### config.mk
export PLATFORM = sky130hd
export DESIGN_NAME = scroll_vram_address_unit_flat
export DESIGN_NICKNAME = d
export VERILOG_FILES = /design/src/svau_pkg.sv /design/src/svau_req_if.sv /design/src/svau_rsp_if.sv /design/src/scroll_vram_address_unit.sv /design/src/flat_wrapper.sv
export SDC_FILE = /design/constraint.sdc
export NUM_CORES = 1
export LEC_CHECK = 0
export BUFFER_PORTS_ARGS = -buffer_cell sky130_fd_sc_hd__buf_2
export CAP_MARGIN = 5
export CORE_MARGIN = 10
export CORE_UTILIZATION = 45
export CTS_CLUSTER_SIZE = 24
export DETAILED_ROUTE_END_ITERATION = 7
export GPL_TIMING_DRIVEN = 0
export HOLD_SLACK_MARGIN = 0.1
export SYNTH_ARGS = -nofsm -noshare
export SYNTH_HDL_FRONTEND = slang
export SYNTH_SLANG_ARGS = --single-unit
### constraint.sdc
create_clock -name clock -period 10.1 [get_ports clock]
set_input_delay 0 -clock clock [delete_from_list [all_inputs] [get_ports clock]]
set_output_delay 0 -clock clock [all_outputs]
set_load 0.005 [all_outputs]
### src/svau_pkg.sv
// Shared widths and operation codes of the scroll and video-memory address unit.
`timescale 1ns / 1ps
`default_nettype none

package svau_pkg;

   localparam int ADDR_W   = 15;
   localparam int FUNC_W   = 4;
   localparam int VALUE_W  = 8;
   localparam int FINE_X_W = 3;
   localparam int COARSE_W = 5;

   localparam logic [FUNC_W-1:0] FUNC_CTRL_WRITE   = 4'd0;
   localparam logic [FUNC_W-1:0] FUNC_SCROLL_WRITE = 4'd1;
   localparam logic [FUNC_W-1:0] FUNC_ADDR_WRITE   = 4'd2;
   localparam logic [FUNC_W-1:0] FUNC_DATA_WRITE   = 4'd3;
   localparam logic [FUNC_W-1:0] FUNC_STATUS_READ  = 4'd4;
   localparam logic [FUNC_W-1:0] FUNC_DATA_READ    = 4'd5;
   localparam logic [FUNC_W-1:0] FUNC_INC_X        = 4'd6;
   localparam logic [FUNC_W-1:0] FUNC_INC_Y        = 4'd7;
   localparam logic [FUNC_W-1:0] FUNC_COPY_HORIZ   = 4'd8;
   localparam logic [FUNC_W-1:0] FUNC_COPY_VERT    = 4'd9;

   localparam logic [COARSE_W-1:0] ROW_WRAP_FLIP = 5'd29;
   localparam logic [COARSE_W-1:0] ROW_LAST      = 5'd31;

endpackage

`default_nettype wire

### src/svau_req_if.sv
// Request channel carrying one operation item into the address unit.
`timescale 1ns / 1ps
`default_nettype none

interface svau_req_if import svau_pkg::*; ();
   logic                valid;
   logic                ready;
   logic [FUNC_W-1:0]   func;
   logic [VALUE_W-1:0]  value;
   logic                rendering;

   modport source (output valid, output func, output value, output rendering, input ready);
   modport sink   (input valid, input func, input value, input rendering, output ready);
endinterface

`default_nettype wire

### src/svau_rsp_if.sv
// Response channel carrying one address result item out of the address unit.
`timescale 1ns / 1ps
`default_nettype none

interface svau_rsp_if import svau_pkg::*; ();
   logic                 valid;
   logic                 ready;
   logic [ADDR_W-1:0]    bus_address;
   logic [ADDR_W-1:0]    vram_address;
   logic [FINE_X_W-1:0]  fine_x;
   logic                 write_toggle;

   modport source (output valid, output bus_address, output vram_address, output fine_x,
                   output write_toggle, input ready);
   modport sink   (input valid, input bus_address, input vram_address, input fine_x,
                   input write_toggle, output ready);
endinterface

`default_nettype wire

### src/scroll_vram_address_unit.sv
// Top level of the scroll and video-memory address unit.
//
//   channel    direction  handshake      payload
//   req_chan   in         valid/ready    func, value, rendering
//   rsp_chan   out        valid/ready    bus_address, vram_address, fine_x, write_toggle
//
// Each item is worked out from the state registers and the request fields; its result
// sits in the output register on the next cycle, one item per cycle unless stalled.
// The state registers are updated at the edge where the item is accepted.
// A request is taken while the output register is empty or being drained in that cycle.
// Synchronous reset clears the address state, fine X, toggle, step flag and output valid.
`timescale 1ns / 1ps
`default_nettype none

module scroll_vram_address_unit import svau_pkg::*; (
   input  wire          clock,
   input  wire          reset,
   svau_req_if.sink     req_chan,
   svau_rsp_if.source   rsp_chan
);

   logic [ADDR_W-1:0]   cur_addr_ff, cur_addr_in;
   logic [ADDR_W-1:0]   tmp_addr_ff, tmp_addr_in;
   logic [FINE_X_W-1:0] fine_x_ff, fine_x_in;
   logic                toggle_ff, toggle_in;
   logic                by_row_ff, by_row_in;

   logic                rsp_valid_ff;
   logic [ADDR_W-1:0]   rsp_bus_ff;
   logic [ADDR_W-1:0]   rsp_vram_ff;
   logic [FINE_X_W-1:0] rsp_fine_x_ff;
   logic                rsp_toggle_ff;

   logic                accept;
   logic [ADDR_W-1:0]   step_addr;

   function automatic logic [ADDR_W-1:0] inc_coarse_x(input logic [ADDR_W-1:0] a);
      logic [ADDR_W-1:0] r;
      if (a[4:0] == 5'h1f) begin
         r = {a[14:11], ~a[10], a[9:5], 5'd0};
      end else begin
         r = a + ADDR_W'(1);
      end
      return r;
   endfunction

   function automatic logic [ADDR_W-1:0] inc_y(input logic [ADDR_W-1:0] a);
      logic [ADDR_W-1:0] r;
      if (a[14:12] == 3'd7) begin
         if (a[9:5] == ROW_WRAP_FLIP) begin
            r = {3'd0, ~a[11], a[10], 5'd0, a[4:0]};
         end else if (a[9:5] == ROW_LAST) begin
            r = {3'd0, a[11:10], 5'd0, a[4:0]};
         end else begin
            r = {3'd0, a[11:10], a[9:5] + 5'd1, a[4:0]};
         end
      end else begin
         r = {a[14:12] + 3'd1, a[11:0]};
      end
      return r;
   endfunction

   assign req_chan.ready = !rsp_valid_ff || rsp_chan.ready;
   assign accept         = req_chan.valid && req_chan.ready;
   assign step_addr      = cur_addr_ff + (by_row_ff ? ADDR_W'(32) : ADDR_W'(1));

   always_comb begin
      cur_addr_in = cur_addr_ff;
      tmp_addr_in = tmp_addr_ff;
      fine_x_in   = fine_x_ff;
      toggle_in   = toggle_ff;
      by_row_in   = by_row_ff;
      unique case (req_chan.func)
         FUNC_CTRL_WRITE: begin
            tmp_addr_in = {tmp_addr_ff[14:12], req_chan.value[1:0], tmp_addr_ff[9:0]};
            by_row_in   = req_chan.value[2];
         end
         FUNC_SCROLL_WRITE: begin
            if (!toggle_ff) begin
               tmp_addr_in = {tmp_addr_ff[14:5], req_chan.value[7:3]};
               fine_x_in   = req_chan.value[2:0];
            end else begin
               tmp_addr_in = {req_chan.value[2:0], tmp_addr_ff[11:10], req_chan.value[7:3],
                              tmp_addr_ff[4:0]};
            end
            toggle_in = !toggle_ff;
         end
         FUNC_ADDR_WRITE: begin
            if (!toggle_ff) begin
               tmp_addr_in = {1'b0, req_chan.value[5:0], tmp_addr_ff[7:0]};
            end else begin
               tmp_addr_in = {tmp_addr_ff[14:8], req_chan.value};
               cur_addr_in = {tmp_addr_ff[14:8], req_chan.value};
            end
            toggle_in = !toggle_ff;
         end
         FUNC_DATA_WRITE: begin
            if (req_chan.rendering) begin
               cur_addr_in = inc_y(inc_coarse_x(cur_addr_ff));
            end else begin
               cur_addr_in = step_addr;
            end
         end
         FUNC_STATUS_READ: begin
            toggle_in = 1'b0;
         end
         FUNC_DATA_READ: begin
            cur_addr_in = step_addr;
         end
         FUNC_INC_X: begin
            cur_addr_in = inc_coarse_x(cur_addr_ff);
         end
         FUNC_INC_Y: begin
            cur_addr_in = inc_y(cur_addr_ff);
         end
         FUNC_COPY_HORIZ: begin
            cur_addr_in = {cur_addr_ff[14:11], tmp_addr_ff[10], cur_addr_ff[9:5],
                           tmp_addr_ff[4:0]};
         end
         FUNC_COPY_VERT: begin
            cur_addr_in = {tmp_addr_ff[14:11], cur_addr_ff[10], tmp_addr_ff[9:5],
                           cur_addr_ff[4:0]};
         end
         default: begin
         end
      endcase
   end

   always_ff @(posedge clock) begin
      if (reset) begin
         cur_addr_ff  <= '0;
         tmp_addr_ff  <= '0;
         fine_x_ff    <= '0;
         toggle_ff    <= 1'b0;
         by_row_ff    <= 1'b0;
         rsp_valid_ff <= 1'b0;
      end else begin
         if (accept) begin
            cur_addr_ff <= cur_addr_in;
            tmp_addr_ff <= tmp_addr_in;
            fine_x_ff   <= fine_x_in;
            toggle_ff   <= toggle_in;
            by_row_ff   <= by_row_in;
         end
         if (req_chan.ready) begin
            rsp_valid_ff <= accept;
         end
      end
   end

   always_ff @(posedge clock) begin
      if (accept) begin
         rsp_bus_ff    <= cur_addr_ff;
         rsp_vram_ff   <= cur_addr_in;
         rsp_fine_x_ff <= fine_x_in;
         rsp_toggle_ff <= toggle_in;
      end
   end

   assign rsp_chan.valid        = rsp_valid_ff;
   assign rsp_chan.bus_address  = rsp_bus_ff;
   assign rsp_chan.vram_address = rsp_vram_ff;
   assign rsp_chan.fine_x       = rsp_fine_x_ff;
   assign rsp_chan.write_toggle = rsp_toggle_ff;

endmodule

`default_nettype wire

### src/flat_wrapper.sv
// flat-port wrapper written by rule: the top's interface ports become plain ports
module scroll_vram_address_unit_flat import svau_pkg::*;
  (clock, reset, req_chan_valid, req_chan_func, req_chan_value, req_chan_rendering, req_chan_ready, rsp_chan_valid, rsp_chan_bus_address, rsp_chan_vram_address, rsp_chan_fine_x, rsp_chan_write_toggle, rsp_chan_ready);
  svau_req_if req_chan_i ();
  svau_rsp_if rsp_chan_i ();
  input  wire clock;
  input  wire reset;
  input wire logic [$bits(req_chan_i.valid)-1:0] req_chan_valid;
  input wire logic [$bits(req_chan_i.func)-1:0] req_chan_func;
  input wire logic [$bits(req_chan_i.value)-1:0] req_chan_value;
  input wire logic [$bits(req_chan_i.rendering)-1:0] req_chan_rendering;
  output wire logic [$bits(req_chan_i.ready)-1:0] req_chan_ready;
  output wire logic [$bits(rsp_chan_i.valid)-1:0] rsp_chan_valid;
  output wire logic [$bits(rsp_chan_i.bus_address)-1:0] rsp_chan_bus_address;
  output wire logic [$bits(rsp_chan_i.vram_address)-1:0] rsp_chan_vram_address;
  output wire logic [$bits(rsp_chan_i.fine_x)-1:0] rsp_chan_fine_x;
  output wire logic [$bits(rsp_chan_i.write_toggle)-1:0] rsp_chan_write_toggle;
  input wire logic [$bits(rsp_chan_i.ready)-1:0] rsp_chan_ready;
  assign req_chan_i.valid = req_chan_valid;
  assign req_chan_i.func = req_chan_func;
  assign req_chan_i.value = req_chan_value;
  assign req_chan_i.rendering = req_chan_rendering;
  assign req_chan_ready = req_chan_i.ready;
  assign rsp_chan_valid = rsp_chan_i.valid;
  assign rsp_chan_bus_address = rsp_chan_i.bus_address;
  assign rsp_chan_vram_address = rsp_chan_i.vram_address;
  assign rsp_chan_fine_x = rsp_chan_i.fine_x;
  assign rsp_chan_write_toggle = rsp_chan_i.write_toggle;
  assign rsp_chan_i.ready = rsp_chan_ready;
  scroll_vram_address_unit u_core (.clock(clock), .reset(reset), .req_chan(req_chan_i), .rsp_chan(rsp_chan_i));
endmodule
==> flow_summary.toml <==
[grt]
grt_pass1_wl_mm = 25.04
grt_pass1_vias = 4367
grt_overflow = 0
grt_max_degree = 38
antenna_found_initial = 0
grt_use_total_pct = 21.48

[route]
first_pass_iters = 5
drtIter0Drc = 410
drc = 0
wl_mm = 16.03
vias = 4616
viasPerCell = 6.213
route.antenna.remaining_nets = 0
avgRoutedWirePerCell_um = 21.57

[finish]
drive_gt1_share_pct = 18.95
antenna_cells = 0
nNetsFinal = 634
finalNonFillerCells = 743
area_growth_pct = 16.86
n_fill_cell = 978

[setup_path]
cp_slowest_stage_delay_ps = 460
cp_top_family = "simple AND/OR/NAND/NOR gates"
arrival_ps = 4310
path_max_fanout = 11
critPathLaunchType = "flip-flop"
crit_path_frequent_cell = "ha_1"
path_cells = "ha_1 -> and3_1 -> ha_1 -> nand4b_4 -> nor4_2 -> nand3_1 -> xor2_1 -> inv_1 -> ha_1 -> ha_1 -> buf_6 -> nand2b_1 -> nor3_1 -> o311a_1 -> a2111oi_2 -> a21oi_1"
cp-end-kind = "flip-flop"
crit_required_ps = 10190
crit_buf_inv = 2
crit_type = "flip-flop to flip-flop"
crit_path_top_delay_cell = "dfxtp_1"

[synth]
synthCells = 527
ys_types = 76
yosysTopAreaCellShare_pct = 21.73
synth-edff-count = 34
synth_top_cell_by_area = "edfxtp_1"
synth_ff_type = "dfxtp_1"
yosys-top-cells-count = "nor2_1, nand2_1, dfxtp_1"
yosys.cell_count.top_type = "nor2_1"
async_flop_share_pct = 0
ys_top_cells_by_area = "edfxtp_1, dfxtp_1, nor2_1"
synth_area_per_cell_um2 = 8.915
synth-seq-cells = 70
seq_area_frac_synth_pct = 37.07
ys_warn_count = 0
netlist_area_um2 = 4698
synth_nets = 559

[timing]
hold_viol = 0
worst_pin_slew_ps = 986.9
skew_ps = 22.36
period_share_pct = 41.80
setup_viol = 0
max_freq_mhz = 236.9
fin_setup_tns_ps = 0
rsz0062_at_grt = "no"
relSlewSlack_pct = 33.96
slew_viol_final = 0
period_minus_slack_ps = 4221

[floorplanning]
rows = 37
initial_utilization_pct = 45.92
die_w_um = 122.2
core_area_um2 = 10230
die_area_um2 = 14930
pin_count = 53
dieHeight_um = 122.2

[cts]
cts_tree = "yes"
cts-resized-gates = 0
postCtsSetupRepairBufs = 0
cts_root_buffer = "clkbuf_8"
clock_latency_ps = 360
cts_made_buffers = 9
htreeDepth = 3
clockBufferDepth = 2
cts.sinks = 70
clk_pin_slew_ps = 90
cts_hold_buf = 14

[power_and_ir_drop]
power_switching_w = 0.0002098
pwr-share-seq_pct = 46.5
p_leak_nw = 2.131
p_sw_share_pct = 29.74
pwr-share-clk_pct = 35.6
power_w = 0.0007056
pwr_density_cell_nw_per_um2 = 128.5
max-vdd-ir-drop_mv = 0.06386
internal_power_w = 0.0004958
comb_power_share_pct = 17.9

[flow_run]
cap_violations = 0

[placed_design]
placed_cells = 713
port_buffers = 49
dp_hpwl_mm = 11.92
gp_congestion = 0.9807

[outcome]
status = "complete, no violations"

[worst_hold_path]
holdCritPathClass = "input port to flip-flop"
[final cells by class]
cell class / count / area (µm²) / area share, %
buffer: 37 / 191.4 / 3.487
clock buffer: 11 / 152.6 / 2.780
clock inverter: 5 / 62.56 / 1.139
inverter: 14 / 52.55 / 0.9572
multi-input combinational: 406 / 2714 / 49.43
sequential: 70 / 1742 / 31.72
tap: 136 / 170.2 / 3.099
timing repair buffer: 64 / 405.4 / 7.384
[state kept, by name, summed over array words and instances (netlist names)]
register,cells
u_core.rsp_chan.vram_address,15
u_core.rsp_chan.fine_x,3
u_core.rsp_chan.bus_address,15
u_core.tmp_addr_ff,15
u_core.cur_addr_ff,15
u_core.rsp_chan.valid,1
u_core.rsp_chan.write_toggle,1
u_core.toggle_ff,1
u_core.by_row_ff,1
u_core.fine_x_ff,3
[worst min-delay path, stage by stage]
cell	delay [ps]
clkbuf_1	190
nor2_1	150
o21a_1	110
[power groups by stage]
stage	combinational, W	sequential (W)	clock [W]
2_1_floorplan	0.0000741	0.000333	0
3_3_place_gp	0.000120	0.000335	0
3_5_place_dp	0.000121	0.000335	0
4_1_cts	0.000125	0.000328	0.000254
5_1_grt	0.000138	0.000331	0.000267
6_report	0.000126	0.000328	0.000251
[routing by layer]
| layer | up-vias | wire length [µm] | GRT usage, % |
|---|---|---|---|
| li1 | 2167 | - | - |
| met1 | 2203 | 7090 | 29.50 |
| met2 | 212 | 7257 | 32.84 |
| met3 | 34 | 1216 | 3.423 |
| met4 | 0 | 462 | 8.910 |
| met5 | - | 0 | 0 |
[through the flow]
| step | setup WS, ps | util, % | area, µm² | hold WS (ps) |
|---|---|---|---|---|
| 2_1_floorplan | 6661 | - | 4698 | 125.1 |
| 3_3_place_gp | 5878 | 49.98 | 5114 | 250.3 |
| 3_5_place_dp | 5938 | 50.19 | 5135 | 255.1 |
| 4_1_cts | 5896 | 53.66 | 5490 | 133.3 |
| 5_1_grt | 5622 | 53.66 | 5490 | 141.1 |
| 6_report | 5879 | 53.66 | 5490 | 133.1 |
[kinds of logic (layout without fill, tap and decap cells)]
kind of cell	after synthesis	in the layout	share of synthesized area [%]
compound gates	156	156	24.55
xor+xnor	14	14	2.610
fa+ha+maj	15	15	3.995
buf+inv	51	131	5.167
flops	70	70	37.07
mux	11	11	2.477
simple gates	210	210	24.13
[placed cells by master (no fill, tap or decap), types with 14 or more instances in the layout]
cell           instances
buf_2                 64
nor2_1                57
nand2_1               41
dfxtp_1               36
edfxtp_1              34
a21oi_1               29
o21ai_0               22
nand3_1               21
nor3_1                17
clkbuf_1              15
ha_1                  15
inv_1                 14
dlygate4sd3_1         14
[path summary, 6_finish.rpt]
| path | from | end | slack [ps] | cells past startpoint |
|---|---|---|---|---|
| min | reset | u_core.cur_addr_ff[4] | 130 | 3 |
| min reg2reg | u_core.cur_addr_ff[11] | u_core.rsp_chan.bus_address[11] | 440 | 0 |
| max | u_core.cur_addr_ff[0] | u_core.rsp_chan.vram_address[6] | 5880 | 16 |
| max reg2reg | u_core.cur_addr_ff[0] | u_core.rsp_chan.vram_address[6] | 5880 | 16 |
Power figures use the tool's default switching activity.
